==> src/design/pmdv_pkg.sv <==
// Package with the beat types, constants and direction table of the direction vector block.
package pmdv_pkg;

  localparam int unsigned NumDirs = 14;
  localparam int unsigned DirIdxW = 4;
  localparam int unsigned CompW = 32;
  localparam int unsigned NormW = 35;
  localparam int unsigned SumW = 66;
  localparam int unsigned QuoW = 128;
  localparam int unsigned DivStages = 32;

  typedef struct packed {
    logic signed [31:0] first_col_x;
    logic signed [31:0] first_col_y;
    logic signed [31:0] first_col_z;
    logic signed [31:0] second_col_x;
    logic signed [31:0] second_col_y;
    logic signed [31:0] second_col_z;
    logic signed [31:0] jac_det;
  } pmdv_in_t;

  typedef struct packed {
    logic [3:0]         dir_index;
    logic signed [31:0] comp_x;
    logic signed [31:0] comp_y;
    logic signed [31:0] comp_z;
    logic               last_vector;
    logic               range_fault;
  } pmdv_out_t;

  typedef enum logic [1:0] {
    SelN1 = 2'd0,
    SelND = 2'd1,
    SelN2 = 2'd2
  } norm_sel_e;

  typedef enum logic [1:0] {
    CoefZero = 2'd0,
    CoefPos  = 2'd1,
    CoefNeg  = 2'd2
  } coef_e;

  typedef struct packed {
    coef_e     c1;
    coef_e     c2;
    norm_sel_e nm;
    norm_sel_e nx;
    logic      mid;
  } dir_entry_t;

  function automatic dir_entry_t dir_entry(input logic [3:0] k);
    dir_entry_t e;
    e = '{CoefZero, CoefZero, SelN1, SelN1, 1'b0};
    unique case (k)
      4'd0:  e = '{CoefZero, CoefNeg, SelN1, SelN1, 1'b0};
      4'd1:  e = '{CoefPos, CoefNeg, SelN1, SelN1, 1'b0};
      4'd2:  e = '{CoefZero, CoefZero, SelN1, SelN1, 1'b1};
      4'd3:  e = '{CoefPos, CoefZero, SelND, SelND, 1'b0};
      4'd4:  e = '{CoefZero, CoefPos, SelND, SelND, 1'b0};
      4'd5:  e = '{CoefZero, CoefZero, SelN1, SelN1, 1'b1};
      4'd6:  e = '{CoefNeg, CoefPos, SelN2, SelN2, 1'b0};
      4'd7:  e = '{CoefNeg, CoefZero, SelN2, SelN2, 1'b0};
      4'd8:  e = '{CoefZero, CoefZero, SelN1, SelN1, 1'b1};
      4'd9:  e = '{CoefPos, CoefZero, SelN1, SelN1, 1'b0};
      4'd10: e = '{CoefNeg, CoefPos, SelND, SelND, 1'b0};
      4'd11: e = '{CoefZero, CoefNeg, SelN2, SelN2, 1'b0};
      4'd12: e = '{CoefPos, CoefZero, SelN2, SelN1, 1'b0};
      4'd13: e = '{CoefZero, CoefPos, SelN1, SelND, 1'b0};
      default: e = '{CoefZero, CoefZero, SelN1, SelN1, 1'b0};
    endcase
    return e;
  endfunction

endpackage

==> src/design/pmdv_sqrt.sv <==
// Pipelined integer square root, five result bits per stage.
module pmdv_sqrt
  import pmdv_pkg::*;
#(
  parameter int unsigned TagW = 8
) (
  input  logic              clk_i,
  input  logic              rst_ni,
  input  logic              en_i,
  input  logic              valid_i,
  input  logic [SumW-1:0]   rad_i,
  input  logic [TagW-1:0]   tag_i,
  output logic              valid_o,
  output logic [NormW-1:0]  root_o,
  output logic [TagW-1:0]   tag_o
);

  localparam int unsigned BitsPerStage = 5;
  localparam int unsigned Stages = NormW / BitsPerStage;
  localparam int unsigned RadW = 2 * NormW;
  localparam int unsigned RemW = NormW + 3;

  logic [Stages:0]                valid_q;
  logic [RadW-1:0]                rad_q  [Stages+1];
  logic [RemW-1:0]                rem_q  [Stages+1];
  logic [NormW-1:0]               root_q [Stages+1];
  logic [TagW-1:0]                tag_q  [Stages+1];

  always_comb begin
    valid_q[0] = valid_i;
    rad_q[0]   = RadW'(rad_i);
    rem_q[0]   = '0;
    root_q[0]  = '0;
    tag_q[0]   = tag_i;
  end

  for (genvar s = 0; s < Stages; s++) begin : g_stage
    logic [RadW-1:0]  rad_d;
    logic [RemW-1:0]  rem_d;
    logic [NormW-1:0] root_d;
    always_comb begin
      logic [RemW-1:0] trial;
      rad_d  = rad_q[s];
      rem_d  = rem_q[s];
      root_d = root_q[s];
      for (int b = 0; b < BitsPerStage; b++) begin
        rem_d = {rem_d[RemW-3:0], rad_d[RadW-1 -: 2]};
        rad_d = {rad_d[RadW-3:0], 2'b00};
        trial = {1'b0, root_d, 2'b01};
        if (rem_d >= trial) begin
          rem_d  = rem_d - trial;
          root_d = {root_d[NormW-2:0], 1'b1};
        end else begin
          root_d = {root_d[NormW-2:0], 1'b0};
        end
      end
    end
    always_ff @(posedge clk_i or negedge rst_ni) begin
      if (!rst_ni) begin
        valid_q[s+1] <= 1'b0;
      end else if (en_i) begin
        valid_q[s+1] <= valid_q[s];
      end
    end
    always_ff @(posedge clk_i) begin
      if (en_i) begin
        rad_q[s+1]  <= rad_d;
        rem_q[s+1]  <= rem_d;
        root_q[s+1] <= root_d;
        tag_q[s+1]  <= tag_q[s];
      end
    end
  end

  assign valid_o = valid_q[Stages];
  assign root_o  = root_q[Stages];
  assign tag_o   = tag_q[Stages];

endmodule

==> config.mk <==
export PLATFORM = sky130hd
export DESIGN_NAME = pmdv_sqrt
export DESIGN_NICKNAME = d
export VERILOG_FILES = /design/src/design/pmdv_pkg.sv /design/src/design/pmdv_sqrt.sv
export SDC_FILE = /design/constraint.sdc
export NUM_CORES = 2
export LEC_CHECK = 0
export ABC_CLOCK_PERIOD_IN_PS = 20200
export CAP_MARGIN = 10
export CORE_ASPECT_RATIO = 2
export CORE_MARGIN = 2
export CORE_UTILIZATION = 46
export CTS_CLUSTER_SIZE = 8
export DETAILED_ROUTE_END_ITERATION = 16
export DONT_BUFFER_PORTS = 1
export PLACE_DENSITY = 0.66
export SETUP_SLACK_MARGIN = 0.05
export SKIP_LAST_GASP = 1
export SLEW_MARGIN = 20
export SYNTH_ARGS = -nofsm -noshare
export SYNTH_HDL_FRONTEND = slang
export SYNTH_SLANG_ARGS = --single-unit
export TNS_END_PERCENT = 30
==> constraint.sdc <==
create_clock -name clk_i -period 20.2 [get_ports clk_i]
set_input_delay 1.01 -clock clk_i [delete_from_list [all_inputs] [get_ports clk_i]]
set_output_delay 1.01 -clock clk_i [all_outputs]
set_load 0.05 [all_outputs]
## Word level (Yosys, flattened, before mapping)

Cells that the tools add are included.

| storage, ports and cells | value |
|---|---|
| bits in registers | 615 |

| cells by class | value |
|---|---|
| add/subtract/negate cells | 32 |
| $lt $le $gt $ge | 33 |
| muxes and demuxes | 65 |

Operators by type and width:

| kind | number |
|---|---|
| 2-to-1 mux 36 bit | 32 |
| >= comparator 38 x 10 -> 1 bit | 1 |
| >= comparator 38 x 11 -> 1 bit | 1 |
| >= comparator 38 x 12 -> 1 bit | 1 |
| >= comparator 38 x 13 -> 1 bit | 1 |
| >= comparator 38 x 14 -> 1 bit | 1 |
| >= comparator 38 x 15 -> 1 bit | 1 |
| >= comparator 38 x 16 -> 1 bit | 1 |
| >= comparator 38 x 17 -> 1 bit | 1 |
| >= comparator 38 x 18 -> 1 bit | 1 |
| >= comparator 38 x 19 -> 1 bit | 1 |
| >= comparator 38 x 20 -> 1 bit | 1 |
| >= comparator 38 x 21 -> 1 bit | 1 |
| >= comparator 38 x 22 -> 1 bit | 1 |
| >= comparator 38 x 23 -> 1 bit | 1 |
| >= comparator 38 x 24 -> 1 bit | 1 |
| >= comparator 38 x 25 -> 1 bit | 1 |
| >= comparator 38 x 26 -> 1 bit | 1 |
| >= comparator 38 x 27 -> 1 bit | 1 |
| >= comparator 38 x 28 -> 1 bit | 1 |
| >= comparator 38 x 29 -> 1 bit | 1 |
| >= comparator 38 x 3 -> 1 bit | 1 |
| >= comparator 38 x 30 -> 1 bit | 1 |
| >= comparator 38 x 31 -> 1 bit | 1 |
| 43 further kinds | 75 |

## Logic depth before layout (Yosys ltp)

| logic depth | value |
|---|---|
| depth in word-level cells | 10 |
| mapped depth | 83 |
| gate-level depth less buffers | 72 |

## Worst setup path after synthesis

OpenSTA, ideal clock, no wires.

| timing | value |
|---|---|
| kind | register to register |
| from | register root_q[91] (netlist name) |
| to | register rem_q[70] (netlist name) (data pin) |
| data arrival time | 15829 ps |
| path slack | 4094 ps |
| stages on the path, launching flop included | 79 |
| buffers on the path | 14 |
| clock period less this slack | 16106 ps |
| path through | edfxtp_1 > inv_1 > ha_1 > clkbuf_1 > a21o_1 > a211o_1 > nor4_1 > o211ai_1 > or2_2 > inv_1 > clkbuf_1 > buf_1 > nand2_1 > nand2_1 > ha_1 > clkbuf_1 > a21o_1 > o21bai_1 > [... 43 more ...] > nand2_1 > o21ai_0 > ha_1 > nor2b_1 > o21ai_0 > nand2b_1 > a21o_1 > a21o_1 > a21o_1 > a21oi_1 > o21ai_0 > a21o_1 > a31o_2 > a21o_1 > a21boi_0 > nor3_1 > a2111oi_1 > xor2_1 |

| on the way | value |
|---|---|
| cells in the longest elaborated chain, start to end | 10 |

Ends and longest elaborated chain:

| element | line | source |
|---|---|---|
| start: declaration | pmdv_sqrt.sv:26 | `logic [NormW-1:0] root_q [Stages+1];` |
| start signal: indexed assignment | pmdv_sqrt.sv:69 | `root_q[s+1] <= root_d;` |
| subtractor 36 x 25 -> 36 bit / >= comparator 38 x 25 -> 1 bit (equally long branches) | pmdv_sqrt.sv:51, pmdv_sqrt.sv:50 |  |
| 2-to-1 mux 36 bit / 2-to-1 mux 1 bit (equally long branches) | pmdv_sqrt.sv:50 | `if (rem_d >= trial) begin` |
| subtractor 36 x 26 -> 36 bit / >= comparator 38 x 26 -> 1 bit (equally long branches) | pmdv_sqrt.sv:51, pmdv_sqrt.sv:50 |  |
| 2-to-1 mux 36 bit / 2-to-1 mux 1 bit (equally long branches) | pmdv_sqrt.sv:50 |  |
| subtractor 36 x 27 -> 36 bit / >= comparator 38 x 27 -> 1 bit (equally long branches) | pmdv_sqrt.sv:51, pmdv_sqrt.sv:50 |  |
| 2-to-1 mux 36 bit / 2-to-1 mux 1 bit (equally long branches) | pmdv_sqrt.sv:50 |  |
| subtractor 36 x 28 -> 36 bit / >= comparator 38 x 28 -> 1 bit (equally long branches) | pmdv_sqrt.sv:51, pmdv_sqrt.sv:50 |  |
| 2-to-1 mux 36 bit / 2-to-1 mux 1 bit (equally long branches) | pmdv_sqrt.sv:50 |  |
| subtractor 36 x 29 -> 36 bit / >= comparator 38 x 29 -> 1 bit (equally long branches) | pmdv_sqrt.sv:51, pmdv_sqrt.sv:50 |  |
| 2-to-1 mux 36 bit * | pmdv_sqrt.sv:50 |  |
| named net g_stage[5].rem_d[32] | pmdv_sqrt.sv:39 | `logic [RemW-1:0] rem_d;` |
| end signal: indexed assignment | pmdv_sqrt.sv:68 | `rem_q[s+1] <= rem_d;` |
| end: declaration | pmdv_sqrt.sv:25 | `logic [RemW-1:0] rem_q [Stages+1];` |

Mark *: on every way through the listed nets, which the timed path passes. The rest lies on a longest branch.
A chain may end at the register's enable or synchronous reset.

## Final worst setup path

| timing | value |
|---|---|
| from | register root_q[175] (netlist name) |
| to | register rem_q[169] (netlist name) (data pin) |

| on the way | value |
|---|---|
| cells in the longest elaborated chain, start to end | 10 |

Ends and longest elaborated chain:

| element | line |
|---|---|
| subtractor 36 x 10 -> 36 bit / >= comparator 38 x 10 -> 1 bit (equally long branches) | pmdv_sqrt.sv:51, pmdv_sqrt.sv:50 |
| 2-to-1 mux 36 bit / 2-to-1 mux 1 bit (equally long branches) | pmdv_sqrt.sv:50 |
| subtractor 36 x 11 -> 36 bit / >= comparator 38 x 11 -> 1 bit (equally long branches) | pmdv_sqrt.sv:51, pmdv_sqrt.sv:50 |
| 2-to-1 mux 36 bit / 2-to-1 mux 1 bit (equally long branches) | pmdv_sqrt.sv:50 |
| subtractor 36 x 12 -> 36 bit / >= comparator 38 x 12 -> 1 bit (equally long branches) | pmdv_sqrt.sv:51, pmdv_sqrt.sv:50 |
| 2-to-1 mux 36 bit / 2-to-1 mux 1 bit (equally long branches) | pmdv_sqrt.sv:50 |
| subtractor 36 x 13 -> 36 bit / >= comparator 38 x 13 -> 1 bit (equally long branches) | pmdv_sqrt.sv:51, pmdv_sqrt.sv:50 |
| 2-to-1 mux 36 bit / 2-to-1 mux 1 bit (equally long branches) | pmdv_sqrt.sv:50 |
| subtractor 36 x 14 -> 36 bit / >= comparator 38 x 14 -> 1 bit (equally long branches) | pmdv_sqrt.sv:51, pmdv_sqrt.sv:50 |
| 2-to-1 mux 36 bit * | pmdv_sqrt.sv:50 |
| named net g_stage[2].rem_d[17] | pmdv_sqrt.sv:39 |

Marked as above.

==> flow_summary.toml <==
[worst_hold_path]
hp-class = "primary input to flip-flop"
whs_path_depth = 0
holdPathEnd = "tag_q[51]"
worstHoldStart = "tag_i[3]"

[logic_synthesis]
synth_cell_types = 124
yosys-top-cells-count = "783 x nor2_1, 775 x a21oi_1, 760 x nand2_1, 608 x edfxtp_1, 595 x ha_1"
yosys_warnings = 0
ys.flop_type = "edfxtp_1"
syn_avg_cell_area_um2 = 8.19
yosysMostFrequentCell = "nor2_1"
synthTopCellsByArea = "edfxtp_1 26%, ha_1 11%, xnor2_1 6.7%, a21oi_1 5.6%, nor2_1 4.2%"
postSynthCellCount = 8522
synth-seq-cells = 615
synth_top_area_cell = "edfxtp_1"
yosysSeqAreaShare_pct = 26.4
synthDominantCellAreaShare_pct = 26.2
synth-edff-count = 608
synthesis.area_um2 = 69800
synthArstFlopShare_pct = 1.14

[die]
rows = 202
core_um2 = 151000
io_pins = 122
initial_utilization_pct = 46.2
die_w_um = 279
die_area_um2 = 155000
die_y_um = 555

[layout]
fin_area_um2 = 74300
final_nets = 9091
area_delta_synth_final_pct = 6.48
fill_cells = 14700
seq_area_um2 = 18400
multi_input_area_um2 = 48800
drive_above_1_share_pct = 5.42

[setup_path]
crit_top_cell = "a21o_1"
critPathTopFamily = "simple AND/OR/NAND/NOR gates"
cp-end-kind = "flip-flop"
cp-startpoint = "root_q[175]"
cp_slowest_cell = "nand3_1"
r2r_slack_ns = 1.62
worstReg2RegStart = "root_q[175]"
worstPathMaxFanout = 28
r2r_cells = 57
startpoint_type = "flip-flop"
rr_endpoint = "rem_q[169]"
worst-path-buf-inv = 8
arrival_ns = 19.02
path_class = "flip-flop to flip-flop"
required_ns = 20.64
cp_slowest_stage_delay_ns = 0.88

[sta]
timing.final.crit_share_pct = 92.0
rsz0062_at_grt = "false"
finalClockSkew_ns = 0.0360
period_minus_slack_ns = 18.58
worst_pin_slew_ns = 1.17
hold-worst-slack_ns = 0.379
max-slew-margin-rel_pct = 21.1
setup_viol = 0
worst_slack_ns = 1.62
maxSlewViolCount = 0
setup_tns_ns = 0
max_freq_ghz = 0.0538
hold_violations = 0

[placement]
hpwlAfterDp_um = 217000
pre_cts_ws_ns = 2.13
place_area_um2 = 71700
io_buffers = 0
gp_congestion = 1.03

[clock_tree]
worstSkewPairLatency_ns = 0.74
cts_root_buf = "clkbuf_16"
cts_buffer_depth = 3
cts_tree = "built"
cts_resized = 0
cts_sinks = 615
cts_setup_buffers = 0
numCtsBuffers = 88
clkTransAtPathRegs_ns = 0.06
cts_max_level = 3
hold_buffers = 1

[routing]
dr.pass1.iters = 8
antenna_left = 0
drc = 0
drt-initial-drc-count = 4087
num_vias = 66500
wl_per_cell_um = 25.9
drt_wl_total_um = 269000
routed_via_density = 6.40

[status]
outcome = "completed"

[global_route]
grt_pass1_wl_um = 395000
antenna_found_initial = 13
grt.total_usage_pct = 33.6
grt_pass1_vias = 66800
grt_start_max_net_pins = 616
overflow = 0

[run]
drv_cap = 0
==> area by class of cell <==
type | count | area share [%]
Multi-Input combinational cell | 7263 | 65.7
Sequential cell | 615 | 24.8
Tap cell | 1938 | 3.26
Clock buffer | 113 | 3.19
Inverter | 359 | 1.82
Timing Repair Buffer | 91 | 1.03
Clock inverter | 9 | 0.133
Antenna cell | 8 | 0.0269
==> metrics by stage <==
stage / utilization, % / std cells
3_3_place_gp: 47.4 / 10300
3_5_place_dp: 47.4 / 10300
6_report: 49.2 / 10400
2_1_floorplan: - / 8526
5_1_grt: 49.2 / 10400
4_1_cts: 49.1 / 10400
==> worst reg2reg max path: cells and delay by family (launching register included) <==
| kind | cells | cell delay, ns |
|---|---|---|
| compound gates | 22 | 4.71 |
| xor+xnor | 1 | 0.13 |
| fa+ha+maj | 5 | 2.00 |
| buf+inv | 8 | 2.87 |
| flops | 1 | 0.50 |
| simple gates | 21 | 8.07 |
==> state kept, by name, indices dropped and copies added (netlist names) <==
name,flops
root_o,33
g_stage.rad_d,150
rad_q,60
tag_q,48
root_q,93
valid_o,1
rem_q,216
valid_q,6
tag_o,8
==> per-layer routing <==
metal | routed length, um | vias up | track usage, % | share of wire [%]
li1 | - | 31600 | - | -
met1 | 82300 | 31400 | 27.8 | 31
met2 | 141000 | 2348 | 64.2 | 53
met3 | 11200 | 1245 | 4.87 | 4.2
met4 | 34000 | 6 | 36.0 | 13
met5 | 43 | - | 0 | 0.016
==> worst max path at each step <==
stage	slack, ns	depth (start not counted)	to
floorplan	4.09	78	rem_q[70]
global placement	2.23	67	rem_q[144]
detailed placement	2.13	66	rem_q[107]
CTS	2.05	57	rem_q[169]
global route	0.56	67	rem_q[107]
finish	1.62	57	rem_q[169]
==> cell families after synthesis <==
family                     share of synthesized area [%]
and+or+nand+nor                                     22.6
adders and majority gates                           10.7
other                                             0.0108
DFF                                                 26.4
buffers and inverters                               3.68
xor gates and xnor gates                            10.8
AOI/OAI and AO/OA                                   23.9
muxes                                               1.83
==> layout by cell type, fill, tap and decap left out, types with 101 or more instances in the layout <==
| cell | instances |
|---|---|
| o21ai_0 | 515 |
| nand4_1 | 143 |
| xnor2_1 | 533 |
| ha_1 | 595 |
| nor2_1 | 782 |
| nand2b_1 | 106 |
| edfxtp_1 | 608 |
| inv_1 | 346 |
| a21oi_1 | 775 |
| nor4_1 | 101 |
| a21o_1 | 370 |
| and3_1 | 101 |
| nand3_1 | 231 |
| xor2_1 | 330 |
| nand2_1 | 759 |
| nor3_1 | 252 |
Power is not shown: default switching activity piles up to over one toggle a cycle in this logic, so the estimate is an artifact.
